File: config.mk
export PLATFORM = sky130hd
export DESIGN_NAME = fdtd_alu
export DESIGN_NICKNAME = d
export VERILOG_FILES = /design/src/hdl/assert_macros.svh /design/src/hdl/fdtd_pkg.sv /design/src/hdl/fdtd_alu.sv
export SDC_FILE = /design/constraint.sdc
export NUM_CORES = 1
export LEC_CHECK = 0
export BUFFER_PORTS_ARGS = -buffer_cell sky130_fd_sc_hd__buf_2
export CORE_AREA = 3 3 105 107
export DETAILED_ROUTE_END_ITERATION = 10
export DIE_AREA = 0 0 108 110
export RECOVER_POWER = 50
export SYNTH_ARGS = -nofsm -noshare
export SYNTH_HDL_FRONTEND = slang
export SYNTH_SLANG_ARGS = --single-unit
File: constraint.sdc
create_clock -name vclk -period 9.5
set_input_delay 0.475 -clock vclk [all_inputs]
set_output_delay 0.475 -clock vclk [all_outputs]
set_load 0.01 [all_outputs]
File: src/hdl/assert_macros.svh
// assertion helpers
`ifndef ASSERT_MACROS_SVH
`define ASSERT_MACROS_SVH
`ifndef SYNTHESIS
`define CHECK_IMPL(label, clock, rstn, prop) \
    label: assert property (@(posedge clock) disable iff (!rstn) prop) \
        else $error("check failed");
`define CHECK_NEXT(label, clock, rstn, pre, post) \
    label: assert property (@(posedge clock) disable iff (!rstn) (pre) |=> (post)) \
        else $error("check failed");
`else
`define CHECK_IMPL(label, clock, rstn, prop)
`define CHECK_NEXT(label, clock, rstn, pre, post)
`endif
`endif

File: src/hdl/fdtd_pkg.sv
package fdtd_pkg;
    localparam int FIELD_BITS = 18;
    localparam int GRID_BITS  = 6;
    localparam int ADDR_BITS  = 2 * GRID_BITS;
    localparam int DEPTH      = 1 << ADDR_BITS;
    localparam int CURL_BITS  = FIELD_BITS + 2;
    localparam int SUM_BITS   = FIELD_BITS + 3;

    localparam logic [GRID_BITS-1:0] GRID_LAST = {GRID_BITS{1'b1}};

    localparam logic OP_STEP = 1'b0;
    localparam logic OP_READ = 1'b1;

    localparam logic [1:0] FIELD_EZ = 2'd0;
    localparam logic [1:0] FIELD_HX = 2'd1;
    localparam logic [1:0] FIELD_HY = 2'd2;

    localparam logic REG_SOURCE_ROW = 1'b0;
    localparam logic REG_SOURCE_COL = 1'b1;

    typedef logic signed [FIELD_BITS-1:0] field_t;

    typedef struct packed {
        field_t base;
        field_t pa;
        field_t na;
        field_t pb;
        field_t nb;
        logic   negate;
    } alu_op_t;

    typedef struct packed {
        field_t value;
        logic   clip;
    } alu_res_t;
endpackage

File: src/hdl/fdtd_alu.sv
module fdtd_alu
    import fdtd_pkg::*;
(
    input  alu_op_t  op,
    output alu_res_t res
);
    logic signed [CURL_BITS-1:0] curl;
    logic signed [CURL_BITS-1:0] half;
    logic signed [SUM_BITS-1:0]  sum;
    logic signed [SUM_BITS-1:0]  fmax;
    logic signed [SUM_BITS-1:0]  fmin;

    always_comb
    begin
        curl = CURL_BITS'(op.pa) - CURL_BITS'(op.na) + CURL_BITS'(op.pb) - CURL_BITS'(op.nb);
        half = curl >>> 1;
        if (op.negate)
        begin
            sum = SUM_BITS'(op.base) - SUM_BITS'(half);
        end
        else
        begin
            sum = SUM_BITS'(op.base) + SUM_BITS'(half);
        end
        fmax = SUM_BITS'({1'b0, {(FIELD_BITS-1){1'b1}}});
        fmin = -fmax - SUM_BITS'(1);
        if (sum > fmax)
        begin
            res.value = fmax[FIELD_BITS-1:0];
            res.clip  = 1'b1;
        end
        else if (sum < fmin)
        begin
            res.value = fmin[FIELD_BITS-1:0];
            res.clip  = 1'b1;
        end
        else
        begin
            res.value = sum[FIELD_BITS-1:0];
            res.clip  = 1'b0;
        end
    end
endmodule

# Word-level counts from Yosys, hierarchy flattened
# Cells that the tools add are included.
# W data, S select, Z words.
[totals] ff_bits=0 latch_bits=0 mem_bits_rw=0 rom_bits=0 input_bits=91 out_inout_bits=19 word_cells=10 memories=0
[classes] addsub=5 mul=0 div_mod_pow=0 order_cmp=2 n_eq_ne=0 n_shift=0 mux=3 n_bitwise=0 n_reduce_logical=0
[op_table] op="$mux W19" count=2
[op_table] op="$gt A21 B18 Y1 const B" count=1
[op_table] op="$lt A21 B18 Y1 const B" count=1
[op_table] op="$mux W21" count=1
[op_table] op="$add A18 B19 Y20" count=1
[op_table] op="$add A19 B18 Y20" count=1
[op_table] op="$sub A18 B19 Y20" count=1
[op_table] op="$sub A20 B18 Y20" count=1
[op_table] op="$sub A18 B18 Y19" count=1

# Depth between registers and ports, before layout
# Gate-level depths: netlist of the first run.
[logic_depth] depth_word=8 mapped_depth=26 depth_no_buf=24

# Worst setup path before layout of the first run
# OpenSTA, ideal clock, no wires.
[synth_path] path_type="input-to-output" start="in op[1] in the netlist's numbering" end="out res[10] in the netlist's numbering" arrival_ns=6.472 setup_slack_ns=2.553 path_stages=26 path_buffers=2 cell_sequence="inv_1 fa_1 inv_1 fa_1 nor2_1 fa_1 a211oi_1 o211ai_1 nor3_1 a311oi_1 or3_1 nor3_1 a31oi_1 xnor2_1 ha_1 a21oi_1 o211ai_1 o2bb2ai_1 or4_1 nor3_1 and3b_1 clkbuf_1 o2111ai_1 clkbuf_1 nand3_1 o22ai_1"
[synth_rtl] item="start: declaration" line_no="fdtd_alu.sv:4" text="input alu_op_t op,"
[synth_rtl] item="end: declaration" line_no="fdtd_alu.sv:5" text="output alu_res_t res"

==> run_results.csv, run 1 <==
group,metric,value,unit
drt,via_per_inst,5.45,
sta,max-slew-margin-rel,0.185,
pwr,p_sw_frac,0.587,
final_layout,drive_gt1_frac,0.183,
placed_design,dp_slack,1450,ps
sta,report.final.slew_viol_count,0,
drt,drt_first_pass_iters,5,
setup_path,cpMaxStageDelayCell,"nor4b_4",
job,cap_viol_max_count,0,
setup_path,worstSetupPathDepth,26,
sta,timing.fmax,122,MHz
min_path,path_type_of_the_worst_min_delay_path,"primary input to output port",
setup_path,critical_path.startpoint_type,"primary input",
final_layout,sequential_cell_total,0,
final_layout,num_antenna_cells,0,
min_path,hold_start,"op[74]",
sta,layout_min_cycle_time,8200,ps
pwr,power.switching,1.18,mW
setup_path,timing.critical_path.arrival,7720,ps
clocking,post_cts_buffers,0,
final_layout,layout.cells.most_common_list,"105 x buf_2, 74 x inv_1, 46 x a21oi_1",
drt,wirelength,10500,µm
sta,tns,0,ps
sta,setup_viol,0,
pwr,power.ir.vdd_worst,0.000384,V
status,result_of_the_run,"finished clean",
drt,wire_per_inst,13.6,µm
placed_design,numPortBuffers,110,
floorplanning,placeableCoreArea,10200,µm²
synth,synth_top_area_frac,0.187,
drt,drtIter0Drc,195,
pwr,p_int,0.828,mW
global_route,initial_antenna_violation_count,0,
setup_path,crit_buf_inv,4,
setup_path,worstSetupEndpointType,"output port",
pwr,power.density_cell_area,426,nW/µm²
setup_path,worstPathRequired,9030,ps
sta,finalHoldViolCount,0,
final_layout,finalNetCount,809,
drt,drt.antenna.violating_nets,0,
floorplanning,std_cell_rows,37,
synth,yosysWarningCount,0,
placed_design,dp_hpwl,9120,µm
sta,final.setup.worst_slack,1300,ps
setup_path,worst_path_largest_cell_delay,850,ps
floorplanning,die-area,11900,µm²
synth,cells_after_synthesis,547,
setup_path,timing.critical_path.mode_cell,"fa_1",
setup_path,path_delay_family,"simple AND/OR/NAND/NOR gates",
synth,sequential_fraction_of_the_synthesis_area,0,
global_route,grtUsageTotal,0.171,
floorplanning,fp.dieW,108,µm
floorplanning,initial_utilization,0.398,
min_path,worst_hold_path.endpoint,"res[2]",
sta,max_slew.worst_pin.slew,1220,ps
synth,synth_largest_area_cell,"fa_1",
global_route,grt_pass1_vias,3884,
pwr,clock_power_share,0,
synth,post_synth.cell_area_avg,7.45,µm²
setup_path,worst-setup-path-type,"primary input to output port",
global_route,maximum_number_of_pins_on_one_net_before_global_route_repair,20,
clocking,post_cts_resize_count,0,
global_route,global_route.overflow_total,0,
pwr,power_share_of_the_sequential_group,0,
placed_design,gpl.final_weighted_congestion,0.848,
final_layout,area.sequential,0,µm²
sta,grt_setup_unrepaired,"false",
global_route,grt_first_pass_wirelength,17400,µm
synth,total_standard_cell_area_after_synthesis,4080,µm²
pwr,leakage,2.26,nW
final_layout,clock_buffers,0,
setup_path,path_max_fanout,19,
floorplanning,ios,110,
clocking,ctsHoldBuffers,0,
synth,postSynthNetCount,715,
drt,via_count,4227,
pwr,comb_power_share,1.000,
final_layout,commonest_non_fill_non_tap_cell_in_the_layout,"buf_2",
synth,synthTopCellsByArea,"fa_1 19%, ha_1 12%, inv_1 6.8%, xnor2_1 5.8%, a21oi_1 5.6%",
sta,finalCritPeriodShare,0.863,
min_path,worstHoldPathCells,5,
floorplanning,dieHeight,110,µm
pwr,power,2.01,mW
final_layout,area.growth.synth_to_final,15.4,%
drt,detail_route.drc_violations,0,
synth,synth.lib_cells_used.distinct,70,
==> logic make-up (layout without fill, tap and decap cells) <==
kind of cell	count (synthesis)	after routing	synth area share
fa+ha+maj	77	77	0.306
mux	3	3	0.00921
xor+xnor	37	37	0.0795
buf+inv	92	184	0.0893
simple gates	172	172	0.238
compound gates	166	166	0.278
==> routing by layer <==
metal | vias to the layer above | global-route usage | wire length [µm]
li1 | 2193 | - | -
met1 | 1912 | 0.244 | 5000
met2 | 122 | 0.310 | 5000
met3 | 0 | 0.00175 | 533
met4 | 0 | 0.00180 | 0
met5 | - | 0 | 0
==> cells in the mapped netlist, types with 12 or more instances <==
library cell and count:
a21o_1 12, a21oi_1 46, clkbuf_1 13, fa_1 38, ha_1 39, inv_1 74, nand2_1 21, nand3_1 30
nor2_1 27, nor3_1 21, o21ai_0 16, o22ai_1 16, xnor2_1 27
==> area by class of cell <==
cell class	instances	area, µm²
Fill cell	1070	5530
Multi-Input combinational cell	455	3710
Timing Repair Buffer	110	544
Inverter	74	278
Tap cell	136	170
==> stage by stage <==
step / utilization / std cells / hold WS (ps) / instance area, µm²
finish: 0.460 / 775 / 1560 / 4700
global route: 0.460 / 775 / 1630 / 4700
CTS: 0.460 / 775 / 1550 / 4710
detailed placement: 0.460 / 775 / 1550 / 4710
global placement: 0.460 / 775 / 1540 / 4710
floorplan: - / 547 / 1330 / 4080
==> power groups by stage <==
stage / registers [mW] / clock network (mW) / logic (mW)
3_3_place_gp: 0 / 0 / 1.98
6_report: 0 / 0 / 2.01
3_5_place_dp: 0 / 0 / 2.00
5_1_grt: 0 / 0 / 2.24
4_1_cts: 0 / 0 / 2.01
2_1_floorplan: 0 / 0 / 1.52
==> worst max path at each step <==
| stage | startpoint | endpoint | slack (ps) |
|---|---|---|---|
| floorplan | op[1] | res[10] | 2550 |
| global placement | op[1] | res[0] | 1670 |
| detailed placement | op[1] | res[0] | 1450 |
| CTS | op[1] | res[0] | 1440 |
| global route | op[1] | res[0] | 650 |
| finish | op[1] | res[0] | 1300 |
(Power assumes the default switching activity.)
==> inputs of run 2 (changes only) <==
PLACE_DENSITY = 0.65   (was unset)
clock period = 7.3 ns   (was 9.5 ns; I/O delays follow)
==> run 2 against run 1 <==
- via count grew 3.0%
- critical endpoint is now res[6]
- setup slack got worse by 930 ps
- sequential share of layout area did not move
- global-route usage grew 0.11 points
- highest routed layer is now met4
- clock-buffer cell count stayed put
- critical path depth decreased by 1
==> run_results.csv, run 2 (same netlist as run 1, synthesis figures left out) <==
group,metric,value,unit
setup_path,worstSetupEndpointType,"output port",
sta,tns,0,ps
pwr,power_share_of_the_sequential_group,0,
setup_path,worstPathRequired,6930,ps
drt,drt_first_pass_iters,4,
floorplanning,fp.dieW,108,µm
sta,layout_min_cycle_time,6930,ps
final_layout,clock_buffers,0,
drt,wirelength,10500,µm
final_layout,area.sequential,0,µm²
setup_path,path_max_fanout,8,
floorplanning,std_cell_rows,37,
job,cap_viol_max_count,0,
setup_path,worst-setup-path-type,"primary input to output port",
drt,wire_per_inst,13.3,µm
final_layout,commonest_non_fill_non_tap_cell_in_the_layout,"buf_2",
sta,finalHoldViolCount,0,
setup_path,timing.critical_path.arrival,6560,ps
drt,detail_route.drc_violations,0,
pwr,power.switching,1.57,mW
placed_design,detailed_place.area,4810,µm²
setup_path,crit_buf_inv,5,
global_route,grtUsageTotal,0.172,
sta,setup_viol,0,
setup_path,critical_path.startpoint_type,"primary input",
global_route,grt_first_pass_wirelength,17700,µm
placed_design,numPortBuffers,110,
pwr,power.density_cell_area,562,nW/µm²
pwr,power,2.78,mW
floorplanning,initial_utilization,0.398,
setup_path,path_delay_family,"adder cells",
final_layout,final_area,4950,µm²
floorplanning,die-area,11900,µm²
pwr,comb_power_share,1.000,
final_layout,sequential_cell_total,0,
placed_design,gpl.final_weighted_congestion,0.859,
global_route,maximum_number_of_pins_on_one_net_before_global_route_repair,18,
pwr,power.ir.vdd_worst,0.000391,V
setup_path,worst_path_largest_cell_delay,530,ps
floorplanning,ios,110,
placed_design,dp_hpwl,9050,µm
global_route,global_route.overflow_total,0,
status,result_of_the_run,"finished clean",
final_layout,num_antenna_cells,0,
floorplanning,placeableCoreArea,10200,µm²
setup_path,cpMaxStageDelayCell,"fa_1",
setup_path,timing.critical_path.mode_cell,"buf_2",
final_layout,area.growth.synth_to_final,21.4,%
global_route,grt_pass1_vias,4032,
pwr,p_int,1.21,mW
sta,report.final.slew_viol_count,0,
floorplanning,dieHeight,110,µm
sta,max-slew-margin-rel,0.609,
sta,timing.fmax,144,MHz
pwr,p_sw_frac,0.564,
drt,via_per_inst,5.49,
drt,drtIter0Drc,134,
sta,max_slew.worst_pin.slew,581,ps
final_layout,drive_gt1_frac,0.239,
pwr,leakage,2.38,nW
pwr,clock_power_share,0,
global_route,initial_antenna_violation_count,0,
final_layout,layout.cells.most_common_list,"111 x buf_2, 74 x inv_1, 43 x a21oi_1",
sta,finalCritPeriodShare,0.949,
final_layout,finalNetCount,826,
min_path,path_type_of_the_worst_min_delay_path,"primary input to output port",
drt,drt.antenna.violating_nets,0,
drt,via_count,4352,
## run 2: cell types whose count changed in the layout (fill, tap and decap cells not counted), sizes merged
cell and delta:
buf +22, clkbuf -5
## run 2: worst paths after layout
check	from	endpoint	slack, ps	cells after the start
setup / recovery	op[3]	res[6]	370	25
hold / removal	op[76]	res[4]	1350	6
## run 2: routing by layer
layer,GRT usage,vias to the layer above,wire (µm)
met3,0.00233,6,536
met1,0.246,1987,4730
met4,0.0117,0,53
met5,0,-,0
met2,0.307,138,5170
li1,-,2221,-
## run 2: what timing repair did
action                                  in CTS  in global routing
hold buffers                                 0                  0
endpoints found under the setup margin       9                 19
pin swaps                                    0                 10
resized for setup                            1                 22
buffers inserted                             0                  2
cloned                                       0                  1
## run 2: layout make-up
cell class / instances / area (µm²)
well taps: 136 / 170
multi-input cells: 455 / 3820
inverters: 74 / 278
fillers: 1038 / 5290
repair buffers: 127 / 679
## run 2: per-stage QoR
step                hold WS (ps)  setup slack (ps)  instances  utilization
floorplan                   1110               573        547            -
global placement            1340               143        789        0.471
detailed placement          1350             -19.1        789        0.471
CTS                         1360              81.4        789        0.471
global route                1410             -25.8        792        0.483
finish                      1350               373        792        0.483
## run 2: tightest hold or removal path: cells and delay by family
| kind | cells | cell delay [ps] |
|---|---|---|
| AOI/OAI and AO/OA | 1 | 60 |
| xor gates and xnor gates | 1 | 90 |
| adders and majority gates | 1 | 180 |
| buffers and inverters | 2 | 210 |
| and+or+nand+nor | 1 | 80 |
## run 2: power by group through the flow
stage / clock network, mW / logic [mW] / registers [mW]
2_1_floorplan: 0 / 1.98 / 0
3_5_place_dp: 0 / 2.67 / 0
6_report: 0 / 2.78 / 0
4_1_cts: 0 / 2.68 / 0
3_3_place_gp: 0 / 2.63 / 0
5_1_grt: 0 / 3.11 / 0
